--- src/rtl/swtd_pkg.sv ---
`default_nettype none

package swtd_pkg;

    localparam int POS_W       = 32;
    localparam int RANGE_W     = 31;
    localparam int SEC_W       = 23;
    localparam int TILE_W      = 24;
    localparam int MAX_RESULTS = 32;
    localparam int RES_CNT_W   = $clog2(MAX_RESULTS + 1);

    localparam logic [TILE_W-1:0] TILE_MAX = 24'h7FFFFF;
    localparam logic [TILE_W-1:0] TILE_MIN = 24'h800000;

    typedef logic signed [TILE_W-1:0] tile_t;

    typedef enum logic [0:0] {
        CFG_REACH     = 1'b0,
        CFG_TILE_EDGE = 1'b1
    } cfg_index_t;

    typedef enum logic {
        ACT_UNLOAD = 1'b0,
        ACT_LOAD   = 1'b1
    } action_t;

    typedef struct packed {
        logic busy;
        logic done;
    } div_status_t;

endpackage

`default_nettype wire

--- src/rtl/swtd_div.sv ---
`default_nettype none

module swtd_div #(
    parameter int MAG_W = 24
) (
    input  logic                       clk,
    input  logic                       rst_n,
    input  logic                       start,
    input  logic [MAG_W-1:0]           dividend,
    input  logic [swtd_pkg::SEC_W-1:0] divisor,
    output swtd_pkg::div_status_t      status,
    output logic [MAG_W-1:0]           quotient,
    output logic                       rem_nz
);
    import swtd_pkg::*;

    localparam int CNT_W = $clog2(MAG_W + 1);

    logic             busy_reg;
    logic             done_reg;
    logic [CNT_W-1:0] cnt_reg;
    logic [SEC_W-1:0] rem_reg;
    logic [SEC_W-1:0] div_reg;
    logic [MAG_W-1:0] quo_reg;

    logic [SEC_W:0]   trial;
    logic [SEC_W:0]   diff;
    logic             fits;

    // one restoring step per cycle: shift in the next dividend bit, try the subtract
    assign trial = {rem_reg, quo_reg[MAG_W-1]};
    assign diff  = trial - {1'b0, div_reg};
    assign fits  = trial >= {1'b0, div_reg};

    always_ff @(posedge clk or negedge rst_n)
    begin
        if (!rst_n)
        begin
            busy_reg <= 1'b0;
            done_reg <= 1'b0;
            cnt_reg  <= '0;
            rem_reg  <= '0;
            div_reg  <= '0;
            quo_reg  <= '0;
        end
        else
        begin
            done_reg <= 1'b0;
            if (start)
            begin
                busy_reg <= 1'b1;
                cnt_reg  <= CNT_W'(MAG_W);
                rem_reg  <= '0;
                div_reg  <= divisor;
                quo_reg  <= dividend;
            end
            else if (busy_reg)
            begin
                rem_reg <= fits ? diff[SEC_W-1:0] : trial[SEC_W-1:0];
                quo_reg <= {quo_reg[MAG_W-2:0], fits};
                cnt_reg <= cnt_reg - CNT_W'(1);
                if (cnt_reg == CNT_W'(1))
                begin
                    busy_reg <= 1'b0;
                    done_reg <= 1'b1;
                end
            end
        end
    end

    assign status.busy = busy_reg;
    assign status.done = done_reg;
    assign quotient    = quo_reg;
    assign rem_nz      = rem_reg != '0;

endmodule

`default_nettype wire

--- src/rtl/sliding_window_tile_diff_core.sv ---
`default_nettype none

// Sliding window tile difference.
// Input channel (in_valid/in_ready) takes one beat per centre position pos_x/pos_y
// in signed fixed point with FRAC_BITS fraction bits. For that beat the block
// emits on the output channel (out_valid/out_ready) an unload beat for every
// tile that left the tile window, then a load beat for every tile that entered
// it, at most MAX_RESULTS beats in all; last marks the final beat of the
// update. No beat at all is sent when the window does not change. Config
// port (cfg_valid/cfg_ready, cfg_index, cfg_data) sets the load reach
// (index 0) and the tile edge (index 1); write it only while idle.
// Sequence: the four window bounds go one after another through a shared
// restoring divider, one quotient bit per cycle. Then come the span clamp, a
// set-up for each strip (eight strips) and a step for each emitted tile,
// then a flush. in_ready is low for the whole update.
// The output register decouples the receiver: while it stalls, the tile walk
// holds with one tile parked in a look-ahead stage, no beat is lost.
// Reset empties the window (all bounds zero), sets the load reach to 0 and
// the tile edge to 1, and drops any beat in flight.

module sliding_window_tile_diff_core #(
    parameter int MAX_SPAN  = 4,
    parameter int FRAC_BITS = 8
) (
    input  logic                              clk,
    input  logic                              rst_n,
    input  logic                              in_valid,
    output logic                              in_ready,
    input  logic signed [swtd_pkg::POS_W-1:0] pos_x,
    input  logic signed [swtd_pkg::POS_W-1:0] pos_y,
    output logic                              out_valid,
    input  logic                              out_ready,
    output logic                              action,
    output logic signed [swtd_pkg::TILE_W-1:0] tile_x,
    output logic signed [swtd_pkg::TILE_W-1:0] tile_y,
    output logic                              last,
    input  logic                              cfg_valid,
    output logic                              cfg_ready,
    input  logic [0:0]                        cfg_index,
    input  logic [swtd_pkg::RANGE_W-1:0]      cfg_data
);
    import swtd_pkg::*;

    // magnitude of the truncated whole part; |pos +- range| < 2^32
    localparam int MAG_W = POS_W - FRAC_BITS;
    localparam int EXT_W = POS_W + 2;
    localparam int QX_W  = POS_W + 1;

    typedef enum logic [2:0] {
        S_IDLE,
        S_PREP,
        S_DIV,
        S_CLAMP,
        S_SETUP,
        S_SCAN,
        S_FLUSH
    } state_t;

    function automatic tile_t smin(tile_t a, tile_t b);
        return (a < b) ? a : b;
    endfunction

    function automatic tile_t smax(tile_t a, tile_t b);
        return (a > b) ? a : b;
    endfunction

    // ---------------------------------------------------------------------
    // registers
    // ---------------------------------------------------------------------
    state_t                   state_reg, state_next;
    logic [1:0]               idx_reg, idx_next;
    logic                     pass_reg, pass_next;
    logic [1:0]               strip_reg, strip_next;
    logic                     x_outer_reg, x_outer_next;
    tile_t                    outer_reg, outer_next;
    tile_t                    outer_hi_reg, outer_hi_next;
    tile_t                    inner_reg, inner_next;
    tile_t                    inner_lo_reg, inner_lo_next;
    tile_t                    inner_hi_reg, inner_hi_next;
    logic [RES_CNT_W-1:0]     cnt_reg, cnt_next;
    logic                     neg_reg, neg_next;
    logic signed [POS_W-1:0]  pos_x_reg, pos_x_next;
    logic signed [POS_W-1:0]  pos_y_reg, pos_y_next;
    logic [RANGE_W-1:0]       reach_reg, reach_next;
    logic [SEC_W-1:0]         tile_edge_reg, tile_edge_next;
    tile_t                    cur_bx_reg, cur_bx_next;
    tile_t                    cur_by_reg, cur_by_next;
    tile_t                    cur_ex_reg, cur_ex_next;
    tile_t                    cur_ey_reg, cur_ey_next;
    tile_t                    tgt_bx_reg, tgt_bx_next;
    tile_t                    tgt_by_reg, tgt_by_next;
    tile_t                    tgt_ex_reg, tgt_ex_next;
    tile_t                    tgt_ey_reg, tgt_ey_next;
    logic                     pend_valid_reg, pend_valid_next;
    action_t                  pend_action_reg, pend_action_next;
    tile_t                    pend_x_reg, pend_x_next;
    tile_t                    pend_y_reg, pend_y_next;
    logic                     out_valid_reg, out_valid_next;
    action_t                  action_reg, action_next;
    tile_t                    tile_x_reg, tile_x_next;
    tile_t                    tile_y_reg, tile_y_next;
    logic                     last_reg, last_next;

    // ---------------------------------------------------------------------
    // shared divider: floor(trunc(pos +- range) / tile edge) for each bound
    // ---------------------------------------------------------------------
    logic                     div_start;
    div_status_t              div_stat;
    logic [MAG_W-1:0]         div_quo;
    logic                     div_rem_nz;
    logic [MAG_W-1:0]         dividend;
    logic [SEC_W-1:0]         divisor;

    logic signed [POS_W-1:0]  sel_pos;
    logic [EXT_W-1:0]         pos_ext;
    logic [EXT_W-1:0]         rng_ext;
    logic [EXT_W-1:0]         sum;
    logic [EXT_W-1:0]         sum_abs;
    logic                     sum_neg;

    logic [QX_W-1:0]          q_ext;
    logic [QX_W-1:0]          q_up;
    tile_t                    bound;

    // even index is the begin (centre - range), odd the end (centre + range)
    assign sel_pos = idx_reg[1] ? pos_y_reg : pos_x_reg;
    assign pos_ext = {{(EXT_W-POS_W){sel_pos[POS_W-1]}}, sel_pos};
    assign rng_ext = {{(EXT_W-RANGE_W){1'b0}}, reach_reg};
    assign sum     = idx_reg[0] ? (pos_ext + rng_ext) : (pos_ext - rng_ext);
    assign sum_neg = sum[EXT_W-1];
    assign sum_abs = sum_neg ? (EXT_W'(0) - sum) : sum;
    // truncation toward zero works on the magnitude
    assign dividend = sum_abs[POS_W-1:FRAC_BITS];
    assign divisor  = (tile_edge_reg == '0) ? SEC_W'(1) : tile_edge_reg;

    swtd_div #(
        .MAG_W (MAG_W)
    ) u_div (
        .clk      (clk),
        .rst_n    (rst_n),
        .start    (div_start),
        .dividend (dividend),
        .divisor  (divisor),
        .status   (div_stat),
        .quotient (div_quo),
        .rem_nz   (div_rem_nz)
    );

    // floor for negatives: round the magnitude up, then saturate to 24 bits
    assign q_ext = {{(QX_W-MAG_W){1'b0}}, div_quo};
    assign q_up  = q_ext + QX_W'(div_rem_nz);

    always_comb
    begin
        if (neg_reg)
        begin
            if (q_up > {{(QX_W-TILE_W){1'b0}}, TILE_MIN})
                bound = TILE_MIN;
            else
                bound = TILE_W'(TILE_W'(0) - q_up[TILE_W-1:0]);
        end
        else
        begin
            if (q_ext > {{(QX_W-TILE_W){1'b0}}, TILE_MAX})
                bound = TILE_MAX;
            else
                bound = q_ext[TILE_W-1:0];
        end
    end

    // ---------------------------------------------------------------------
    // window span clamp
    // ---------------------------------------------------------------------
    logic signed [TILE_W:0]   span_x;
    logic signed [TILE_W:0]   span_y;

    assign span_x = {tgt_ex_reg[TILE_W-1], tgt_ex_reg} - {tgt_bx_reg[TILE_W-1], tgt_bx_reg};
    assign span_y = {tgt_ey_reg[TILE_W-1], tgt_ey_reg} - {tgt_by_reg[TILE_W-1], tgt_by_reg};

    // ---------------------------------------------------------------------
    // strip bounds: unload pass walks current minus target, load pass the reverse
    // ---------------------------------------------------------------------
    tile_t abx, aby, aex, aey, bbx, bby, bex, bey;
    tile_t o_lo, o_hi, i_lo, i_hi;
    logic  o_x;
    logic  strip_live;
    logic  last_strip;

    assign abx = pass_reg ? tgt_bx_reg : cur_bx_reg;
    assign aby = pass_reg ? tgt_by_reg : cur_by_reg;
    assign aex = pass_reg ? tgt_ex_reg : cur_ex_reg;
    assign aey = pass_reg ? tgt_ey_reg : cur_ey_reg;
    assign bbx = pass_reg ? cur_bx_reg : tgt_bx_reg;
    assign bby = pass_reg ? cur_by_reg : tgt_by_reg;
    assign bex = pass_reg ? cur_ex_reg : tgt_ex_reg;
    assign bey = pass_reg ? cur_ey_reg : tgt_ey_reg;

    always_comb
    begin
        case (strip_reg)
            2'd0:
            begin
                // left strip, x outer
                o_lo = abx;
                o_hi = smin(aex, bbx);
                i_lo = aby;
                i_hi = aey;
                o_x  = 1'b1;
            end
            2'd1:
            begin
                // right strip, x outer
                o_lo = smax(bex, abx);
                o_hi = aex;
                i_lo = aby;
                i_hi = aey;
                o_x  = 1'b1;
            end
            2'd2:
            begin
                // top strip, y outer over the x overlap
                o_lo = aby;
                o_hi = smin(aey, bby);
                i_lo = smax(abx, bbx);
                i_hi = smin(aex, bex);
                o_x  = 1'b0;
            end
            default:
            begin
                // bottom strip, y outer over the x overlap
                o_lo = smax(bey, aby);
                o_hi = aey;
                i_lo = smax(abx, bbx);
                i_hi = smin(aex, bex);
                o_x  = 1'b0;
            end
        endcase
    end

    assign strip_live = (o_lo < o_hi) && (i_lo < i_hi);
    assign last_strip = pass_reg && (strip_reg == 2'd3);

    // ---------------------------------------------------------------------
    // tile walk step
    // ---------------------------------------------------------------------
    logic signed [TILE_W:0]   inner_inc;
    logic signed [TILE_W:0]   outer_inc;
    logic                     inner_more;
    logic                     outer_more;
    tile_t                    walk_x;
    tile_t                    walk_y;
    logic                     slot_free;
    logic                     walk_go;

    assign inner_inc  = {inner_reg[TILE_W-1], inner_reg} + (TILE_W+1)'(1);
    assign outer_inc  = {outer_reg[TILE_W-1], outer_reg} + (TILE_W+1)'(1);
    assign inner_more = inner_inc < $signed({inner_hi_reg[TILE_W-1], inner_hi_reg});
    assign outer_more = outer_inc < $signed({outer_hi_reg[TILE_W-1], outer_hi_reg});
    assign walk_x     = x_outer_reg ? outer_reg : inner_reg;
    assign walk_y     = x_outer_reg ? inner_reg : outer_reg;
    assign slot_free  = !out_valid_reg || out_ready;
    // the look-ahead stage only moves on when the output register can take it
    assign walk_go    = !pend_valid_reg || slot_free;

    // ---------------------------------------------------------------------
    // next state
    // ---------------------------------------------------------------------
    always_comb
    begin
        state_next       = state_reg;
        idx_next         = idx_reg;
        pass_next        = pass_reg;
        strip_next       = strip_reg;
        x_outer_next     = x_outer_reg;
        outer_next       = outer_reg;
        outer_hi_next    = outer_hi_reg;
        inner_next       = inner_reg;
        inner_lo_next    = inner_lo_reg;
        inner_hi_next    = inner_hi_reg;
        cnt_next         = cnt_reg;
        neg_next         = neg_reg;
        pos_x_next       = pos_x_reg;
        pos_y_next       = pos_y_reg;
        reach_next       = reach_reg;
        tile_edge_next   = tile_edge_reg;
        cur_bx_next      = cur_bx_reg;
        cur_by_next      = cur_by_reg;
        cur_ex_next      = cur_ex_reg;
        cur_ey_next      = cur_ey_reg;
        tgt_bx_next      = tgt_bx_reg;
        tgt_by_next      = tgt_by_reg;
        tgt_ex_next      = tgt_ex_reg;
        tgt_ey_next      = tgt_ey_reg;
        pend_valid_next  = pend_valid_reg;
        pend_action_next = pend_action_reg;
        pend_x_next      = pend_x_reg;
        pend_y_next      = pend_y_reg;
        out_valid_next   = out_valid_reg && !out_ready;
        action_next      = action_reg;
        tile_x_next      = tile_x_reg;
        tile_y_next      = tile_y_reg;
        last_next        = last_reg;
        div_start        = 1'b0;

        if (cfg_valid)
        begin
            unique case (cfg_index_t'(cfg_index))
                CFG_REACH:     reach_next     = cfg_data;
                CFG_TILE_EDGE: tile_edge_next = cfg_data[SEC_W-1:0];
            endcase
        end

        unique case (state_reg)
            S_IDLE:
            begin
                if (in_valid)
                begin
                    pos_x_next = pos_x;
                    pos_y_next = pos_y;
                    idx_next   = 2'd0;
                    state_next = S_PREP;
                end
            end

            S_PREP:
            begin
                div_start  = 1'b1;
                neg_next   = sum_neg;
                state_next = S_DIV;
            end

            S_DIV:
            begin
                if (div_stat.done)
                begin
                    case (idx_reg)
                        2'd0:    tgt_bx_next = bound;
                        2'd1:    tgt_ex_next = bound;
                        2'd2:    tgt_by_next = bound;
                        default: tgt_ey_next = bound;
                    endcase
                    if (idx_reg == 2'd3)
                        state_next = S_CLAMP;
                    else
                    begin
                        idx_next   = idx_reg + 2'd1;
                        state_next = S_PREP;
                    end
                end
            end

            S_CLAMP:
            begin
                // keep the begin, pull the end in
                if (span_x > (TILE_W+1)'(MAX_SPAN))
                    tgt_ex_next = tgt_bx_reg + TILE_W'(MAX_SPAN);
                if (span_y > (TILE_W+1)'(MAX_SPAN))
                    tgt_ey_next = tgt_by_reg + TILE_W'(MAX_SPAN);
                pass_next  = 1'b0;
                strip_next = 2'd0;
                cnt_next   = '0;
                state_next = S_SETUP;
            end

            S_SETUP:
            begin
                if (strip_live)
                begin
                    outer_next    = o_lo;
                    outer_hi_next = o_hi;
                    inner_next    = i_lo;
                    inner_lo_next = i_lo;
                    inner_hi_next = i_hi;
                    x_outer_next  = o_x;
                    state_next    = S_SCAN;
                end
                else if (last_strip)
                    state_next = S_FLUSH;
                else
                    {pass_next, strip_next} = {pass_reg, strip_reg} + 3'd1;
            end

            S_SCAN:
            begin
                if (walk_go)
                begin
                    if (pend_valid_reg)
                    begin
                        out_valid_next = 1'b1;
                        action_next    = pend_action_reg;
                        tile_x_next    = pend_x_reg;
                        tile_y_next    = pend_y_reg;
                        last_next      = 1'b0;
                    end
                    pend_valid_next  = 1'b1;
                    pend_action_next = pass_reg ? ACT_LOAD : ACT_UNLOAD;
                    pend_x_next      = walk_x;
                    pend_y_next      = walk_y;
                    cnt_next         = cnt_reg + RES_CNT_W'(1);

                    // stop at the result cap, else advance inner, outer, strip
                    if (cnt_reg == RES_CNT_W'(MAX_RESULTS - 1))
                        state_next = S_FLUSH;
                    else if (inner_more)
                        inner_next = inner_inc[TILE_W-1:0];
                    else if (outer_more)
                    begin
                        outer_next = outer_inc[TILE_W-1:0];
                        inner_next = inner_lo_reg;
                    end
                    else if (last_strip)
                        state_next = S_FLUSH;
                    else
                    begin
                        {pass_next, strip_next} = {pass_reg, strip_reg} + 3'd1;
                        state_next = S_SETUP;
                    end
                end
            end

            S_FLUSH:
            begin
                if (!pend_valid_reg || slot_free)
                begin
                    if (pend_valid_reg)
                    begin
                        out_valid_next  = 1'b1;
                        action_next     = pend_action_reg;
                        tile_x_next     = pend_x_reg;
                        tile_y_next     = pend_y_reg;
                        last_next       = 1'b1;
                        pend_valid_next = 1'b0;
                    end
                    cur_bx_next = tgt_bx_reg;
                    cur_by_next = tgt_by_reg;
                    cur_ex_next = tgt_ex_reg;
                    cur_ey_next = tgt_ey_reg;
                    state_next  = S_IDLE;
                end
            end

            default:
            begin
                state_next = S_IDLE;
            end
        endcase
    end

    // ---------------------------------------------------------------------
    // state and registered outputs
    // ---------------------------------------------------------------------
    always_ff @(posedge clk or negedge rst_n)
    begin
        if (!rst_n)
        begin
            state_reg       <= S_IDLE;
            idx_reg         <= '0;
            pass_reg        <= 1'b0;
            strip_reg       <= '0;
            x_outer_reg     <= 1'b0;
            outer_reg       <= '0;
            outer_hi_reg    <= '0;
            inner_reg       <= '0;
            inner_lo_reg    <= '0;
            inner_hi_reg    <= '0;
            cnt_reg         <= '0;
            neg_reg         <= 1'b0;
            pos_x_reg       <= '0;
            pos_y_reg       <= '0;
            reach_reg       <= '0;
            tile_edge_reg   <= SEC_W'(1);
            cur_bx_reg      <= '0;
            cur_by_reg      <= '0;
            cur_ex_reg      <= '0;
            cur_ey_reg      <= '0;
            tgt_bx_reg      <= '0;
            tgt_by_reg      <= '0;
            tgt_ex_reg      <= '0;
            tgt_ey_reg      <= '0;
            pend_valid_reg  <= 1'b0;
            pend_action_reg <= ACT_UNLOAD;
            pend_x_reg      <= '0;
            pend_y_reg      <= '0;
            out_valid_reg   <= 1'b0;
            action_reg      <= ACT_UNLOAD;
            tile_x_reg      <= '0;
            tile_y_reg      <= '0;
            last_reg        <= 1'b0;
        end
        else
        begin
            state_reg       <= state_next;
            idx_reg         <= idx_next;
            pass_reg        <= pass_next;
            strip_reg       <= strip_next;
            x_outer_reg     <= x_outer_next;
            outer_reg       <= outer_next;
            outer_hi_reg    <= outer_hi_next;
            inner_reg       <= inner_next;
            inner_lo_reg    <= inner_lo_next;
            inner_hi_reg    <= inner_hi_next;
            cnt_reg         <= cnt_next;
            neg_reg         <= neg_next;
            pos_x_reg       <= pos_x_next;
            pos_y_reg       <= pos_y_next;
            reach_reg       <= reach_next;
            tile_edge_reg   <= tile_edge_next;
            cur_bx_reg      <= cur_bx_next;
            cur_by_reg      <= cur_by_next;
            cur_ex_reg      <= cur_ex_next;
            cur_ey_reg      <= cur_ey_next;
            tgt_bx_reg      <= tgt_bx_next;
            tgt_by_reg      <= tgt_by_next;
            tgt_ex_reg      <= tgt_ex_next;
            tgt_ey_reg      <= tgt_ey_next;
            pend_valid_reg  <= pend_valid_next;
            pend_action_reg <= pend_action_next;
            pend_x_reg      <= pend_x_next;
            pend_y_reg      <= pend_y_next;
            out_valid_reg   <= out_valid_next;
            action_reg      <= action_next;
            tile_x_reg      <= tile_x_next;
            tile_y_reg      <= tile_y_next;
            last_reg        <= last_next;
        end
    end

    assign in_ready  = (state_reg == S_IDLE);
    assign cfg_ready = 1'b1;
    assign out_valid = out_valid_reg;
    assign action    = action_reg;
    assign tile_x    = tile_x_reg;
    assign tile_y    = tile_y_reg;
    assign last      = last_reg;

    // ---------------------------------------------------------------------
    // assertions
    // ---------------------------------------------------------------------
    a_busy_after_accept: assert property (@(posedge clk) disable iff (!rst_n)
        (in_valid && in_ready) |=> !in_ready)
        else $error("input accepted again while an update is running");

    a_no_pending_during_div: assert property (@(posedge clk) disable iff (!rst_n)
        div_stat.busy |-> !pend_valid_reg)
        else $error("look-ahead tile left over while bounds are computed");

    a_walk_in_bounds: assert property (@(posedge clk) disable iff (!rst_n)
        (state_reg == S_SCAN) |-> ((outer_reg < outer_hi_reg) && (inner_reg < inner_hi_reg)))
        else $error("tile walk outside its strip");

endmodule

`default_nettype wire
--- config.mk ---
export PLATFORM = sky130hd
export DESIGN_NAME = sliding_window_tile_diff_core
export DESIGN_NICKNAME = d
export VERILOG_FILES = /design/src/rtl/swtd_pkg.sv /design/src/rtl/swtd_div.sv /design/src/rtl/sliding_window_tile_diff_core.sv
export SDC_FILE = /design/constraint.sdc
export NUM_CORES = 2
export LEC_CHECK = 0
export BUFFER_PORTS_ARGS = -buffer_cell sky130_fd_sc_hd__buf_2
export CAP_MARGIN = 15
export CORE_ASPECT_RATIO = 1.25
export CORE_MARGIN = 10
export CORE_UTILIZATION = 47
export DETAILED_ROUTE_END_ITERATION = 10
export PLACE_DENSITY = 0.65
export SLEW_MARGIN = 20
export SYNTH_ARGS = -nofsm -noshare
export SYNTH_HDL_FRONTEND = slang
export SYNTH_HIERARCHICAL = 1
export SYNTH_SLANG_ARGS = --single-unit
--- constraint.sdc ---
create_clock -name clk -period 21.1 [get_ports clk]
set_input_delay 1.055 -clock clk [delete_from_list [all_inputs] [get_ports clk]]
set_output_delay 1.055 -clock clk [all_outputs]
set_load 0.02 [all_outputs]
Yosys cells after proc, flatten, opt, wreduce, memory -nomap -nowiden
Index checks and enable logic that the tools add are counted.

operators by class
  bitwise operators = 1
  add/sub/neg operators = 16
  equal/unequal tests = 35
  mux-type cells = 106
  magnitude comparators = 15
  reduce and logical (&&, ||, !) cells = 42

operator list
  cell                                                   count
  2-to-1 mux 24 bit                                      39
  one-hot mux 24 bit (2 select lines)                    4
  one-hot mux 24 bit (3 select lines)                    2
  < comparator 24 bit                                    5
  2-to-1 mux 23 bit                                      4
  > comparator 24 bit                                    3
  2-to-1 mux 32 bit                                      2
  adder 24 x 2 -> 25 bit (second input constant)         2
  > comparator 25 x 4 -> 1 bit (second input constant)   2
  < comparator 25 x 24 -> 1 bit                          2
  subtractor 24 x 24 -> 25 bit                           2
  adder 24 x 4 -> 24 bit (second input constant)         2
  2-to-1 mux 34 bit                                      1
  adder 32 x 32 -> 33 bit                                1
  subtractor 32 x 32 -> 33 bit                           1
  subtractor 1 x 32 -> 32 bit (first input constant)     1
  inequality test 2 bit (second input constant)          15
  2-to-1 mux 3 bit                                       9
  adder 24 x 1 -> 25 bit                                 1
  > comparator 25 x 24 -> 1 bit (second input constant)  1
  >= comparator 24 x 23 -> 1 bit                         1
  > comparator 24 x 23 -> 1 bit (second input constant)  1
  2-to-1 mux 1 bit                                       24
  subtractor 1 x 24 -> 24 bit (first input constant)     1
  other kinds (41)                                       89

storage, ports and cells
  word-level logic and storage cells = 254
  bits of input ports = 101
  output and inout port bits = 53
  register bits after elaboration = 624

Logic depth before layout (Yosys ltp)
  word-level depth = 8
  depth in mapped cells = 34
  depth with buffers taken out = 25

Cells and area by module
Netlist, hierarchy kept.

by module, submodules not included
  module                         area an instance (sq um)  cells each  instances
  sliding_window_tile_diff_core  42977.5                   4680        1
  swtd_div                       4630.7                    510         1

Worst setup path before layout
Ideal clock, no wire load.

  path type = register to register
  start point = reg pass_reg
  end point = reg inner_lo_reg[10]
  library setup time = 125 ps
  period minus slack after synthesis = 7878 ps
  data required time = 20975 ps
  path buffers = 9
  slack = 13222 ps
  stages on the path, launching flop included = 33
  arrival = 7753 ps
  path through = dfrtp_1 -> buf_2 -> buf_1 -> clkbuf_1 -> clkbuf_1 -> buf_1 -> mux2i_1 -> inv_1 -> ha_1 -> and4_1 -> nand2_1 -> o21ai_0 -> mux2_2 -> or2_1 -> clkbuf_1 -> nand2b_1 -> clkbuf_1 -> o22ai_1 -> a221oi_1 -> ha_1 -> a21o_1 -> a21o_1 -> a21o_1 -> a21o_1 -> a221o_1 -> nand2_1 -> o211ai_1 -> a2111oi_0 -> o221ai_1 -> buf_2 -> nor2_4 -> buf_2 -> mux2_2

between the ends
  cells in the longest elaborated chain, start to end = 7
  elaborated cells between the ends (all ways) = 28

RTL lines
  element                                                                   line                                                                      text
  from (decl)                                                               sliding_window_tile_diff_core.sv:72                                       logic pass_reg, pass_next;
  from (signal assigned)                                                    sliding_window_tile_diff_core.sv:494                                      pass_reg <= pass_next;
  2-to-1 mux 24 bit (tied with other cells)                                 sliding_window_tile_diff_core.sv:196                                      assign bey = pass_reg ? cur_ey_reg : tgt_ey_reg;
  > comparator 24 bit or < comparator 24 bit (tied branches)                sliding_window_tile_diff_core.sv:64, sliding_window_tile_diff_core.sv:60
  2-to-1 mux 24 bit (on tied branches)                                      sliding_window_tile_diff_core.sv:64, sliding_window_tile_diff_core.sv:60
  one-hot mux 24 bit (3 select lines) or 2-to-1 mux 24 bit (tied branches)  --
  < comparator 24 bit                                                       sliding_window_tile_diff_core.sv:240                                      assign strip_live = (o_lo < o_hi) && (i_lo < i_hi);
  logical AND 1 bit                                                         sliding_window_tile_diff_core.sv:240
  AND reduction 2 bit (no source line)                                      --
  to (signal assigned)                                                      sliding_window_tile_diff_core.sv:500                                      inner_lo_reg <= inner_lo_next;
  to (decl)                                                                 sliding_window_tile_diff_core.sv:78                                       tile_t inner_lo_reg, inner_lo_next;

Several ways; a longest one is shown, not always the timed one.
A chain may end at the register's enable or synchronous reset.

Final worst setup path
  start point = reg pass_reg
  end point = reg inner_lo_reg[10]

between the ends
  cells in the longest elaborated chain, start to end = 7
  elaborated cells between the ends (all ways) = 28

RTL lines
  element                                   line                                                                        text
  2-to-1 mux 24 bit (on tied branches)      sliding_window_tile_diff_core.sv:189, sliding_window_tile_diff_core.sv:193
  > comparator 24 bit                       sliding_window_tile_diff_core.sv:64                                         return (a > b) ? a : b;
  2-to-1 mux 24 bit                         sliding_window_tile_diff_core.sv:64
  2-to-1 mux 24 bit (*)                     --
  net i_lo[9]                               sliding_window_tile_diff_core.sv:184                                        tile_t o_lo, o_hi, i_lo, i_hi;
  < comparator 24 bit (*)                   sliding_window_tile_diff_core.sv:240
  logical AND 1 bit (*)                     sliding_window_tile_diff_core.sv:240
  AND reduction 2 bit (no source line) (*)  --

The timed path passes the listed nets; every way through them passes the cells marked *.

==> impl_results.md <==
* Final TNS setup at 0 ns
* First-pass GRT wire length at roughly 230000 um
* Routed Wire Length at between 150000 and 200000 um
* GRT busiest layer: met2
* Num rows at between 100 and 150
* Final setup fails at 0
* FF-to-FF Start: pass_reg
* Worst EP arrival at between 10 and 15 ns
* CTS sink cnt at between 600 and 700
* Via count at roughly 40000
* Layout area overhead at 9.21%
* Input/output buffers at ~150
* Period minus WS final at around 10 ns
* Ant diodes at 0
* Top-level port count at around 150
* Mean Syn Cell Area at just over 9 sq um
* CP endpoint kind: flop
* Post-CTS Setup Inserts at 0
* CTS tree: done
* Crit-path slowest cell: buf_4
* Met3 usage at about 3.3%
* # DRC at 0
* Synthesized area at between 0.04 and 0.05 sq mm
* Initial DRT Pass Iterations at 6
* Initial Utilization at a little under half
* Worst hold path class: input port to asynchronous set/reset pin
* Max frequency at 0.0969 GHz
* Worst Max-Slew Pin Slew at about 1.2 ns
* CP max stage delay at 0.85 ns
* H-tree lvl count at 3
* Met1 global-route usage at 29.0%
* Total track usage at about a quarter
* Num CTS Buffers at between 70 and 80
* Max_cap viols at 0
* Cell count after synthesis at between 5000 and 6000
* Slew margin rel. at 17.5%
* Max-slew violations at 0
* Clock Latency Late Sink at about 0.67 ns
* ANT nets after route at 0
* GRT overflow at 0
* CP Launch Type: flop
* Wire length per cell at about 23 um
* Post-CTS Hold Fix Bufs at 0
* Gpl congestion at just under 1
* DIE AREA at around 0.11 sq mm
* Layout cells sized above 1 at about 17%
* Critical path type: flop to flop
* Largest net degree at the start of global routing at 115
* Setup Skew at 0.0471 ns
* CP max FO at just under 60
* Fin crit share at just under 50%
* Vias in the first global route at ~40000
* Clock slew at reported path FFs at ~0.06 ns
* DR iter-0 viols at 2760
* YS warnings at 6
* Initial antenna violation count at 2
* Die width at a little over 300 um
* RSZ-0062 raised after global routing: false
* Floorplan core area at approximately 0.10 sq mm
* Routed vias/inst at approximately 6
* Syn nets at around 5700
* Fin. Hold Viols at 0
* CTS resizes at 0
* Grt met2 use at approximately 46%
* CP Launch Point: pass_reg
* DP Wirelength at 120000 um
* Height of the die at around 380 um
* Final Util at between 50% and 60%
* Status: completed
* CTS Root Cell: clkbuf_16
* CP most frequent cell: a21o_1
* Final Net Count at ~5600
* CP required at approximately 22 ns
* Clk buf depth at 3
==> routing by layer <==
layer	routed length (um)	part of all wire (%)	vias to the layer above
met1	59600	39	19400
li1	-	-	18800
met5	18	0.012	-
met3	7310	4.8	373
met2	76200	50	1206
met4	10500	6.9	2
==> area by class of cell <==
class	instances	area [sq um]
Fill cell	9449	48500
Inverter	353	1330
Sequential cell	624	15600
Clock buffer	101	2070
Tap cell	1320	1650
Clock inverter	32	445
Multi-Input combinational cell	3911	29600
Timing Repair Buffer	219	1270
==> through the flow <==
step                      setup slack (ns)  cell area [sq um]  hold WS, ns  std cells
after global routing                 10.19              52000        0.509       6560
after detailed placement             10.94              49500        0.490       6427
after global placement               11.01              49500        0.467       6427
after CTS                            10.93              52000        0.489       6560
after floorplan                      13.22              47600        0.444       5189
final                                10.78              52000        0.472       6560
==> path summary, 6_finish.rpt <==
path	end	slack (ns)	depth (start not counted)
worst max-delay path	inner_lo_reg[10]	10.78	26
worst min-delay path	pend_y_reg[0]	0.47	1
worst max register to register	inner_lo_reg[10]	10.78	26
worst min register to register	pend_action_reg	0.50	2
max in group asynchronous	cur_ey_reg[17]	16.95	5
min in group clk	pend_action_reg	0.50	2
==> cell usage in the layout, fill, tap and decap left out, types with 13 or more instances in the layout <==
| cell type | instances |
|---|---|
| dfrtp_1 | 620 |
| mux2_2 | 469 |
| a21oi_1 | 368 |
| o21ai_0 | 356 |
| ha_1 | 355 |
| mux2i_1 | 352 |
| inv_1 | 350 |
| nand2_1 | 349 |
| nor2_1 | 329 |
| buf_2 | 151 |
| xnor2_1 | 143 |
| nand3_1 | 92 |
| nor3_1 | 77 |
| xor2_1 | 77 |
| clkbuf_16 | 73 |
| nand4_1 | 72 |
| a21o_1 | 72 |
| buf_4 | 67 |
| o211ai_1 | 59 |
| a221oi_1 | 50 |
| a211oi_1 | 47 |
| a22oi_1 | 45 |
| o22ai_1 | 44 |
| nor2b_1 | 39 |
| o21a_1 | 36 |
| or3_1 | 33 |
| nor4_1 | 33 |
| a31oi_1 | 30 |
| nand2b_1 | 27 |
| and3_1 | 20 |
| or2_2 | 18 |
| o31ai_1 | 18 |
| and2_1 | 15 |
| a2111oi_0 | 14 |
| mux2_1 | 14 |
| clkbuf_8 | 14 |
| clkbuf_1 | 14 |
| and4_1 | 13 |
| a211o_1 | 13 |
==> worst max-delay path, delay by kind of cell (launching register included) <==
family                   cells  cell delay [ns]
AO/OA/AOI/OAI               13             3.55
buffers and inverters        4             2.09
AND/OR/NAND/NOR              4             1.65
multiplexers                 3             1.32
flip-flops                   1             0.75
adder cells (fa/ha/maj)      2             0.66
Power is left out: the tool's default activity adds up to more than one toggle a clock period on the data nets, which glitch-free logic cannot reach.
